### config.mk
export PLATFORM = sky130hd
export DESIGN_NAME = rgb_color_correction_core
export DESIGN_NICKNAME = d
export VERILOG_FILES = /design/src/rtl/rgbcc_pkg.sv /design/src/rtl/rgbcc_front.sv /design/src/rtl/rgbcc_div.sv /design/src/rtl/rgbcc_back.sv /design/src/rtl/rgb_color_correction_core.sv
export VERILOG_INCLUDE_DIRS = /design/src /design/src/rtl
export SDC_FILE = /design/constraint.sdc
export NUM_CORES = 2
export LEC_CHECK = 0
export ABC_AREA = 0
export BUFFER_PORTS_ARGS = -buffer_cell sky130_fd_sc_hd__buf_2
export CORE_ASPECT_RATIO = 0.8
export CORE_MARGIN = 5
export CORE_UTILIZATION = 41
export DETAILED_ROUTE_END_ITERATION = 8
export SLEW_MARGIN = 20
export SYNTH_ARGS = -nofsm -noshare
export SYNTH_HDL_FRONTEND = slang
export SYNTH_HIERARCHICAL = 1
export SYNTH_SLANG_ARGS = --single-unit
### constraint.sdc
create_clock -name clk -period 11 [get_ports clk]
set_input_delay 0.55 -clock clk [delete_from_list [all_inputs] [get_ports clk]]
set_output_delay 0.55 -clock clk [all_outputs]
set_load 0.02 [all_outputs]
### src/rtl/rgb_color_correction_core_defines.svh
// Assertion macros for the color correction core.
`ifndef RGB_COLOR_CORRECTION_CORE_DEFINES_SVH
`define RGB_COLOR_CORRECTION_CORE_DEFINES_SVH

// Same-cycle implication, checked at every rising edge out of reset.
`define RGBCC_ASSERT_IMP(lbl, ante, cons, msg) \
  lbl: assert property (@(posedge clk) disable iff (!rst_n) (ante) |-> (cons)) \
    else $error(msg);

// Next-cycle implication, checked at every rising edge out of reset.
`define RGBCC_ASSERT_NEXT(lbl, ante, cons, msg) \
  lbl: assert property (@(posedge clk) disable iff (!rst_n) (ante) |=> (cons)) \
    else $error(msg);

`endif

### src/rtl/rgbcc_pkg.sv
`default_nettype none

package rgbcc_pkg;

  localparam int IN_BITS   = 16;
  localparam int OUT_BITS  = 8;
  localparam int RAW_BITS  = 16;

  localparam int GAIN_BITS  = RAW_BITS + 1;
  localparam int GAIN_SHIFT = RAW_BITS + 4;
  localparam int PROD_BITS  = RAW_BITS + GAIN_SHIFT + 1;
  localparam longint unsigned RED_GAIN_MUL  = (17 * (64'd1 << GAIN_SHIFT) + 9) / 10;
  localparam longint unsigned BLUE_GAIN_MUL = (27 * (64'd1 << GAIN_SHIFT) + 19) / 20;

  localparam int FULL_SCALE = 250;
  localparam int LIMIT      = 255;

  localparam int Q_BITS      = 8;
  localparam int Q_IDX_BITS  = $clog2(Q_BITS);
  localparam int Q_PER_STAGE = 2;
  localparam int DIV_STAGES  = Q_BITS / Q_PER_STAGE;
  localparam int NUM_BITS    = GAIN_BITS + Q_BITS;

  localparam int DIV_FIRST  = 2;
  localparam int DIV_LAST   = DIV_FIRST + DIV_STAGES - 1;
  localparam int BACK_FIRST = DIV_LAST + 1;
  localparam int NSTAGES    = BACK_FIRST + 2;

  localparam int DIV5_MUL   = 205;
  localparam int DIV5_SHIFT = 10;

  localparam int CFG_ADDR_BITS = 3;
  localparam int REG_IDX_BITS  = 1;
  localparam logic [REG_IDX_BITS-1:0] REG_LED = 1'b0;

  typedef struct packed {
    logic [IN_BITS-1:0] raw_red;
    logic [IN_BITS-1:0] raw_green;
    logic [IN_BITS-1:0] raw_blue;
  } in_item_t;

  typedef struct packed {
    logic [OUT_BITS-1:0] red_out;
    logic [OUT_BITS-1:0] green_out;
    logic [OUT_BITS-1:0] blue_out;
  } out_item_t;

  typedef struct packed {
    logic                 led;
    logic [GAIN_BITS-1:0] r;
    logic [GAIN_BITS-1:0] g;
    logic [GAIN_BITS-1:0] b;
  } gain_t;

  typedef struct packed {
    logic [NUM_BITS-1:0]  rem_r;
    logic [NUM_BITS-1:0]  rem_g;
    logic [NUM_BITS-1:0]  rem_b;
    logic [Q_BITS-1:0]    q_r;
    logic [Q_BITS-1:0]    q_g;
    logic [Q_BITS-1:0]    q_b;
    logic [GAIN_BITS-1:0] m;
    logic                 scale;
    logic [OUT_BITS-1:0]  keep_r;
    logic [OUT_BITS-1:0]  keep_g;
    logic [OUT_BITS-1:0]  keep_b;
    logic [OUT_BITS-1:0]  mx;
  } div_t;

  typedef struct packed {
    logic [OUT_BITS-1:0] r;
    logic [OUT_BITS-1:0] g;
    logic [OUT_BITS-1:0] b;
    logic [OUT_BITS-1:0] m;
  } lvl_t;

  function automatic logic [OUT_BITS-1:0] div5(input logic [OUT_BITS+1:0] x);
    logic [19:0] p;
    p = 20'(x) * 20'(DIV5_MUL);
    return p[DIV5_SHIFT +: OUT_BITS];
  endfunction

endpackage

`default_nettype wire

### src/rtl/rgbcc_front.sv
`default_nettype none

module rgbcc_front (
  input  wire logic               clk,
  input  wire logic [1:0]         en,
  input  wire logic               led,
  input  wire rgbcc_pkg::in_item_t din,
  output rgbcc_pkg::div_t         dout
);
  import rgbcc_pkg::*;

  gain_t s1_r, s1_nxt;
  div_t  s2_r, s2_nxt;

  logic [PROD_BITS-1:0] pr, pb;
  logic [RAW_BITS-1:0]  rr, rg, rb;
  logic [GAIN_BITS-1:0] m;

  always_comb begin
    rr = din.raw_red[RAW_BITS-1:0];
    rg = din.raw_green[RAW_BITS-1:0];
    rb = din.raw_blue[RAW_BITS-1:0];
    pr = PROD_BITS'(rr) * PROD_BITS'(RED_GAIN_MUL);
    pb = PROD_BITS'(rb) * PROD_BITS'(BLUE_GAIN_MUL);
    s1_nxt.led = led;
    s1_nxt.g   = GAIN_BITS'(rg);
    s1_nxt.r   = led ? pr[GAIN_SHIFT +: GAIN_BITS] : GAIN_BITS'(rr);
    s1_nxt.b   = led ? pb[GAIN_SHIFT +: GAIN_BITS] : GAIN_BITS'(rb);
  end

  always_ff @(posedge clk) begin
    if (en[0]) begin
      s1_r <= s1_nxt;
    end
  end

  always_comb begin
    m = (s1_r.r > s1_r.g) ? s1_r.r : s1_r.g;
    m = (m > s1_r.b) ? m : s1_r.b;
    s2_nxt.rem_r  = NUM_BITS'(s1_r.r) * NUM_BITS'(FULL_SCALE);
    s2_nxt.rem_g  = NUM_BITS'(s1_r.g) * NUM_BITS'(FULL_SCALE);
    s2_nxt.rem_b  = NUM_BITS'(s1_r.b) * NUM_BITS'(FULL_SCALE);
    s2_nxt.q_r    = '0;
    s2_nxt.q_g    = '0;
    s2_nxt.q_b    = '0;
    s2_nxt.m      = m;
    s2_nxt.scale  = (m != '0) && (!s1_r.led || (m > GAIN_BITS'(LIMIT)));
    s2_nxt.keep_r = s1_r.r[OUT_BITS-1:0];
    s2_nxt.keep_g = s1_r.g[OUT_BITS-1:0];
    s2_nxt.keep_b = s1_r.b[OUT_BITS-1:0];
    s2_nxt.mx     = s2_nxt.scale ? OUT_BITS'(FULL_SCALE) : m[OUT_BITS-1:0];
  end

  always_ff @(posedge clk) begin
    if (en[1]) begin
      s2_r <= s2_nxt;
    end
  end

  assign dout = s2_r;

endmodule

`default_nettype wire

### src/rtl/rgbcc_div.sv
`default_nettype none

module rgbcc_div (
  input  wire logic                              clk,
  input  wire logic [rgbcc_pkg::DIV_STAGES-1:0] en,
  input  wire rgbcc_pkg::div_t                   din,
  output rgbcc_pkg::div_t                        dout
);
  import rgbcc_pkg::*;

  div_t st_r   [DIV_STAGES];
  div_t st_nxt [DIV_STAGES];

  function automatic logic [NUM_BITS:0] div_step(
    input logic [NUM_BITS-1:0]   rem,
    input logic [GAIN_BITS-1:0]  m,
    input logic [Q_IDX_BITS-1:0] sh
  );
    logic [NUM_BITS-1:0] d;
    d = NUM_BITS'(m) << sh;
    if (rem >= d) begin
      return {1'b1, rem - d};
    end
    return {1'b0, rem};
  endfunction

  for (genvar j = 0; j < DIV_STAGES; j++) begin : g_stage
    div_t cur;

    if (j == 0) begin : g_head
      assign cur = din;
    end else begin : g_tail
      assign cur = st_r[j-1];
    end

    always_comb begin
      logic [NUM_BITS:0]     t;
      logic [Q_IDX_BITS-1:0] shv;
      st_nxt[j] = cur;
      for (int k = 0; k < Q_PER_STAGE; k++) begin
        shv = Q_IDX_BITS'(Q_BITS - 1 - j * Q_PER_STAGE - k);
        t = div_step(st_nxt[j].rem_r, st_nxt[j].m, shv);
        st_nxt[j].q_r[shv] = t[NUM_BITS];
        st_nxt[j].rem_r    = t[NUM_BITS-1:0];
        t = div_step(st_nxt[j].rem_g, st_nxt[j].m, shv);
        st_nxt[j].q_g[shv] = t[NUM_BITS];
        st_nxt[j].rem_g    = t[NUM_BITS-1:0];
        t = div_step(st_nxt[j].rem_b, st_nxt[j].m, shv);
        st_nxt[j].q_b[shv] = t[NUM_BITS];
        st_nxt[j].rem_b    = t[NUM_BITS-1:0];
      end
    end

    always_ff @(posedge clk) begin
      if (en[j]) begin
        st_r[j] <= st_nxt[j];
      end
    end
  end

  assign dout = st_r[DIV_STAGES-1];

endmodule

`default_nettype wire

### src/rtl/rgbcc_back.sv
`default_nettype none

module rgbcc_back (
  input  wire logic            clk,
  input  wire logic [1:0]      en,
  input  wire rgbcc_pkg::div_t din,
  output rgbcc_pkg::out_item_t dout
);
  import rgbcc_pkg::*;

  lvl_t      s7_r, s7_nxt;
  out_item_t s8_r, s8_nxt;

  logic [OUT_BITS-1:0] r, g, b, m, bh, mn;
  logic                red_max, greenish, bexc;
  logic                mid_r, mid_g, mid_b, low_r, low_g, low_b;
  logic                yellow;

  always_comb begin
    r = din.scale ? din.q_r : din.keep_r;
    g = din.scale ? din.q_g : din.keep_g;
    b = din.scale ? din.q_b : din.keep_b;
    m = din.mx;

    red_max  = (m == r);
    greenish = red_max && (9'(g) >= 9'(b) * 9'd2) && (11'(g) * 11'd5 >= 11'(r));
    bexc     = red_max && (g <= b) && (11'(b) * 11'd5 >= 11'(r));

    low_r = 11'(r) * 11'd5 < 11'(m) * 11'd3;
    low_g = 11'(g) * 11'd5 < 11'(m) * 11'd3;
    low_b = 11'(b) * 11'd5 < 11'(m) * 11'd3;
    mid_r = !low_r && (11'(r) * 11'd5 < 11'(m) * 11'd4);
    mid_g = !low_g && (11'(g) * 11'd5 < 11'(m) * 11'd4);
    mid_b = !low_b && (11'(b) * 11'd5 < 11'(m) * 11'd4);

    bh = greenish ? (b >> 1) : b;

    s7_nxt.m = m;
    s7_nxt.r = r;
    if (mid_r) begin
      s7_nxt.r = div5({1'b0, r, 1'b0});
    end else if (low_r) begin
      s7_nxt.r = div5(10'(r));
    end
    s7_nxt.g = g;
    if (mid_g) begin
      s7_nxt.g = div5({1'b0, g, 1'b0});
    end else if (low_g && !greenish) begin
      s7_nxt.g = div5(10'(g));
    end
    s7_nxt.b = b;
    if (mid_b) begin
      s7_nxt.b = div5({1'b0, b, 1'b0});
    end else if (low_b) begin
      s7_nxt.b = bexc ? bh : div5(10'(bh));
    end
  end

  always_ff @(posedge clk) begin
    if (en[0]) begin
      s7_r <= s7_nxt;
    end
  end

  always_comb begin
    mn = (s7_r.r < s7_r.g) ? s7_r.r : s7_r.g;
    mn = (mn < s7_r.b) ? mn : s7_r.b;
    yellow = (s7_r.m == s7_r.g) && (13'(s7_r.r) * 13'd20 >= 13'(s7_r.m) * 13'd17) &&
             (mn == s7_r.b);
    s8_nxt.red_out   = yellow ? s7_r.m : s7_r.r;
    s8_nxt.green_out = s7_r.g;
    s8_nxt.blue_out  = yellow ? div5({1'b0, s7_r.b, 1'b0}) : s7_r.b;
  end

  always_ff @(posedge clk) begin
    if (en[1]) begin
      s8_r <= s8_nxt;
    end
  end

  assign dout = s8_r;

endmodule

`default_nettype wire

### src/rtl/rgb_color_correction_core.sv
`default_nettype none

`include "rgb_color_correction_core_defines.svh"

// Color correction core: turns one raw red/green/blue sensor triple into
// corrected 8-bit levels. It takes one item per clock while not stalled. Its
// stages, in order: the LED gains; the maximum and the full-scale products; a
// divider that retires two quotient bits per stage and rescales every channel
// to 250; attenuation; and the yellow fix, which also holds the output
// register. A stall holds the pipeline only as far back as the first empty
// stage. The led_on register (bit 0 at byte address 0 of the register port)
// must be written only while no item is in flight; it resets to 0.
module rgb_color_correction_core (
  input  wire logic                                   clk,
  input  wire logic                                   rst_n,
  input  wire logic                                   in_valid,
  output logic                                        in_stall,
  input  wire rgbcc_pkg::in_item_t                    in_data,
  output logic                                        out_valid,
  input  wire logic                                   out_stall,
  output rgbcc_pkg::out_item_t                        out_data,
  input  wire logic                                   psel,
  input  wire logic                                   penable,
  input  wire logic                                   pwrite,
  input  wire logic [rgbcc_pkg::CFG_ADDR_BITS-1:0]    paddr,
  input  wire logic [31:0]                            pwdata,
  output logic [31:0]                                 prdata,
  output logic                                        pready
);
  import rgbcc_pkg::*;

  logic                led_r;
  logic [NSTAGES-1:0]  v_r, v_nxt, en;
  logic [REG_IDX_BITS-1:0] reg_idx;
  div_t                front_q, div_q;
  logic                led_wr, quot_ok;

  assign reg_idx = paddr[CFG_ADDR_BITS-1 -: REG_IDX_BITS];
  assign pready  = 1'b1;
  assign prdata  = (reg_idx == REG_LED) ? {31'b0, led_r} : 32'b0;
  assign led_wr  = psel && penable && pwrite && pready && (reg_idx == REG_LED);

  always_ff @(posedge clk) begin
    if (!rst_n) begin
      led_r <= 1'b0;
    end else if (led_wr) begin
      led_r <= pwdata[0];
    end
  end

  // advance a stage when it is empty or the next one advances
  always_comb begin
    en[NSTAGES-1] = !v_r[NSTAGES-1] || !out_stall;
    for (int i = NSTAGES - 2; i >= 0; i--) begin
      en[i] = !v_r[i] || en[i+1];
    end
    v_nxt[0] = en[0] ? in_valid : v_r[0];
    for (int i = 1; i < NSTAGES; i++) begin
      v_nxt[i] = en[i] ? v_r[i-1] : v_r[i];
    end
  end

  always_ff @(posedge clk) begin
    if (!rst_n) begin
      v_r <= '0;
    end else begin
      v_r <= v_nxt;
    end
  end

  assign in_stall  = !en[0];
  assign out_valid = v_r[NSTAGES-1];

  rgbcc_front u_front (
    .clk  (clk),
    .en   (en[1:0]),
    .led  (led_r),
    .din  (in_data),
    .dout (front_q)
  );

  rgbcc_div u_div (
    .clk  (clk),
    .en   (en[DIV_LAST:DIV_FIRST]),
    .din  (front_q),
    .dout (div_q)
  );

  rgbcc_back u_back (
    .clk  (clk),
    .en   (en[NSTAGES-1:BACK_FIRST]),
    .din  (div_q),
    .dout (out_data)
  );

  assign quot_ok = (div_q.q_r <= OUT_BITS'(FULL_SCALE)) &&
                   (div_q.q_g <= OUT_BITS'(FULL_SCALE)) &&
                   (div_q.q_b <= OUT_BITS'(FULL_SCALE));

  `RGBCC_ASSERT_IMP(a_no_stall_when_empty, !out_valid, !in_stall, "stall with empty output")
  `RGBCC_ASSERT_IMP(a_quot_range, v_r[DIV_LAST] && div_q.scale, quot_ok, "rescale above full scale")
  `RGBCC_ASSERT_NEXT(a_led_write, led_wr, led_r == $past(pwdata[0]), "led_on write lost")

endmodule

`default_nettype wire

After elaboration in Yosys (flattened, before gate mapping):

Memories as Yosys holds them, arrays and structs flattened.
Index checks and enable logic that the tools add are counted.

* register bits: 238
* bits in latches: 0
* bits in writable memories: 596
* memory bits (read-only): 0
* input bits: 90
* output and inout bits: 59
* word-level logic and storage cells: 263
* memories kept: 1

Memories
* u_div.st_r: depth 4, bits a word 149, rd ports 4, clocked after memory_dff 0, wr ports 4, line rgbcc_div.sv:11 `div_t st_r [DIV_STAGES];`

* add/subtract/negate cells: 24
* $mul: 18
* divide/modulo/power cells: 0
* order comparisons: 40
* eq/ne operators: 3
* shift-type cells: 0
* multiplexer cells: 100
* bitwise logic cells: 1
* reductions and logical operators: 41

Operators with widths (number)
* two-way mux 26 bit: 48
* multiplier 8 x 8 -> 16 bit (second input constant): 7
* greater-or-equal comparator 25 x 17 -> 1 bit: 3
* greater-or-equal comparator 25 x 18 -> 1 bit: 3
* greater-or-equal comparator 25 x 19 -> 1 bit: 3
* greater-or-equal comparator 25 x 20 -> 1 bit: 3
* greater-or-equal comparator 25 x 21 -> 1 bit: 3
* greater-or-equal comparator 25 x 22 -> 1 bit: 3
* greater-or-equal comparator 25 x 23 -> 1 bit: 3
* greater-or-equal comparator 25 x 24 -> 1 bit: 3
* subtractor 25 x 17 -> 25 bit: 3
* subtractor 25 x 18 -> 25 bit: 3
* subtractor 25 x 19 -> 25 bit: 3
* subtractor 25 x 20 -> 25 bit: 3
* subtractor 25 x 21 -> 25 bit: 3
* subtractor 25 x 22 -> 25 bit: 3
* subtractor 25 x 23 -> 25 bit: 3
* subtractor 25 x 24 -> 25 bit: 3
* two-way mux 8 bit: 9
* < comparator 11 x 10 -> 1 bit: 6
* multiplier 17 x 7 -> 24 bit (second input constant): 2
* multiplier 8 x 3 -> 11 bit (second input constant): 4
* two-way mux 7 bit: 6
* multiplier 16 x 20 -> 36 bit (second input constant): 1
* 22 further kinds: 96

Longest topological paths before layout:

* depth in word-level cells: 10
* gate-level depth with buffers: 35
* depth with buffers taken out: 32

Hierarchy:

The synthesis kept the hierarchy.

By module, submodules not included
* rgbcc_div: times used 1, cells an instance 4409, area an instance 43058.8 um^2, seq. area each 16816.1 um^2
* rgbcc_front: times used 1, cells an instance 2249, area an instance 24389.6 um^2, seq. area each 4984.8 um^2
* rgbcc_back: times used 1, cells an instance 1366, area an instance 12838.6 um^2, seq. area each 1681.6 um^2
* rgb_color_correction_core: times used 1, cells an instance 76, area an instance 636.9 um^2, seq. area each 180.2 um^2

Worst setup path after synthesis:

OpenSTA, ideal clock, no wires.

* kind: reg2reg
* start point: memory u_div/st_r[3][32] in the netlist's numbering
* end point: register u_back/s7_r[12] in the netlist's numbering, data pin
* arrival: 8.002 ns
* required time: 10.744 ns
* slack: 2.741 ns
* cell stages (with the launch flop): 35
* buffers on the path: 4
* period minus slack after synthesis: 8.259 ns
* cells stage by stage: edfxtp_1 > buf_6 > buf_8 > buf_1 > mux2_2 > ha_1 > ha_1 > fa_1 > a21o_1 > a21oi_1 > xnor2_1 > ha_1 > a21oi_1 > o31ai_1 > o311ai_4 > clkbuf_1 > nor2_1 > a21oi_1 > ha_1 > fa_1 > fa_1 > inv_1 > fa_1 > inv_1 > ha_1 > a21o_1 > a21oi_1 > nor2b_1 > nor3_1 > inv_1 > a21oi_1 > o21ai_0 > or2_1 > xor2_1 > o22a_1

RTL lines
* from (decl): line rgbcc_div.sv:11
* to (signal assigned): line rgbcc_back.sv:61 `s7_r <= s7_nxt;`
* to (decl): line rgbcc_back.sv:11 `lvl_t s7_r, s7_nxt;`

==> results.md <==
- Via Count: 56.0k
- Chip height: around 400 µm
- CP endpoint kind: register
- Post-CTS Resized: 0
- Critical path arrival: 9.69 ns
- CP max stage cell: edfxtp_1
- DR pass1 iterations: 6
- Syn Area/Cell: roughly 9.9 µm²
- Root Buffer Master: clkbuf_16
- Max-cap check violation count: 0
- Mapped Cells: ~7.6k
- Min-delay src: in_data[24]
- Drt via density: 5.47
- Final setup viols: 0
- Worst path max stage delay: 0.92 ns
- Hold Fails Final Rpt: 0
- Worst Setup SP: u_div/st_r[3][32]
- Status: complete, no violations
- RSZ-0062 raised after global routing: no
- Share of cells above drive strength 1: 0.0710
- H-tree Lvls: 3
- Ports: 149
- HPWL after DPL: between 150 and 200 mm
- Core Area: 184,000 µm²
- Crit-path max FO: 18
- Num rows: 141
- Mapped Area: 75,700 µm²
- CTS tree: built
- Tmin final: 9.22 ns
- Clock latency on the worst-skew pair: approximately 0.7 ns
- CTS sink count: 699
- Clk_skew: between 0.05 and 0.06 ns
- Die Area: 193,000 µm²
- Max-slew violations: 0
- Max frequency: around 110 MHz
- Total GRT Usage: 0.202
- Residual DRC: 0
- Commonest non-fill, non-tap cell in the layout: ha_1
- RR Startpoint: u_div/st_r[3][32]
- Type of origin of the critical path: register
- Antenna viol nets, final: 0
- Fillers: 17.4k
- Routed WL: about 200 mm
- Worst hold path type: primary input to register
- Required time of the critical path: 11.47 ns
- Most frequent cells in the layout: ha_1 (1,258), inv_1 (1,065), edfxtp_1 (690)
- Drt wl/cell: about 19 µm
- Port Buf Inserts: 83
- Worst Tran Pin Value: 1.05 ns
- Crit path kind: register to register
- Pin count of the biggest net entering global routing: between 70 and 80
- Setup repair bufs after CTS: 0
- TNS Setup: 0 ns
- Starting DRT DRC Count: 4,243
- Synth-to-Final Area Change: 8.02%
- Synth warn: 6
- Slew HR: 0.302
- Vias in the first global route: 54.3k
- Fin crit share: 0.838
- Initial antenna violation count: 0
- First-pass GRT wire length: 312 mm
- Clk buf depth: 3
- Initial core utilization: 0.411
- Clk pin slew, worst setup/hold paths: 0.06 ns
- Die width: 490 µm
- Inserted Clock Buffers: 79
- Final nets: 9,536
- GP Congestion: between 0.9 and 1
- GRT overflow: 0
registers in the layout (all words and copies together) (netlist names):
name	count
v_r	8
u_back/s7_r	32
u_front/s1_r	51
u_div/st_r	468
u_back/dout	24
led_r	1
u_front/dout	115
final timing paths:
path | end | slack (ns) | cells past startpoint
worst min-delay path | u_front/s1_r[25] | 0.08 | 1
worst min register to register | u_div/st_r[2][3] | 0.38 | 0
worst max-delay path | u_back/s7_r[12] | 1.78 | 31
worst max register to register | u_back/s7_r[12] | 1.78 | 31
layout make-up:
cell class                 count  area, µm²  area share
antenna                        1       2.50   0.0000306
clock buffer                  87       2010      0.0246
multi-input combinational   5746      50100       0.613
tap                         2431       3040      0.0372
timing repair buffer         154        966      0.0118
sequential                   699      20900       0.256
clock inverter                59        659     0.00807
inverter                    1073       4040      0.0494
critical path: cells and delay by family, from the launching register on:
family,cells,cell delay (ns)
simple gates,4,1.04
compound gates,10,2.15
mux,1,0.49
fa+ha+maj,9,3.49
buf+inv,5,0.52
flops,1,0.92
xor+xnor,2,0.37
layer usage:
metal	wire length (µm)	vias up	track usage
met2	85500	1412	0.309
met5	206	-	0
met1	99200	27087	0.308
li1	-	27349	-
met3	10300	198	0.0236
met4	4200	2	0.0422
through the flow:
step	util	cells	hold slack, ns	area (µm²)	setup WS (ns)
CTS	0.444	10249	0.0240	81700	1.80
floorplan	-	7668	0.400	75800	2.74
detailed placement	0.429	10096	0.405	79000	1.80
global route	0.444	10249	0.0321	81700	0.994
finish	0.444	10250	0.0797	81700	1.78
global placement	0.429	10096	0.402	79000	1.73
repair_timing:
action	CTS	global route
hold endpoints to repair	7	0
endpoints found under the setup margin	0	0
hold buffers	7	0
Power is not shown: default switching activity piles up to over one toggle a cycle in this logic, so the estimate is an artifact.
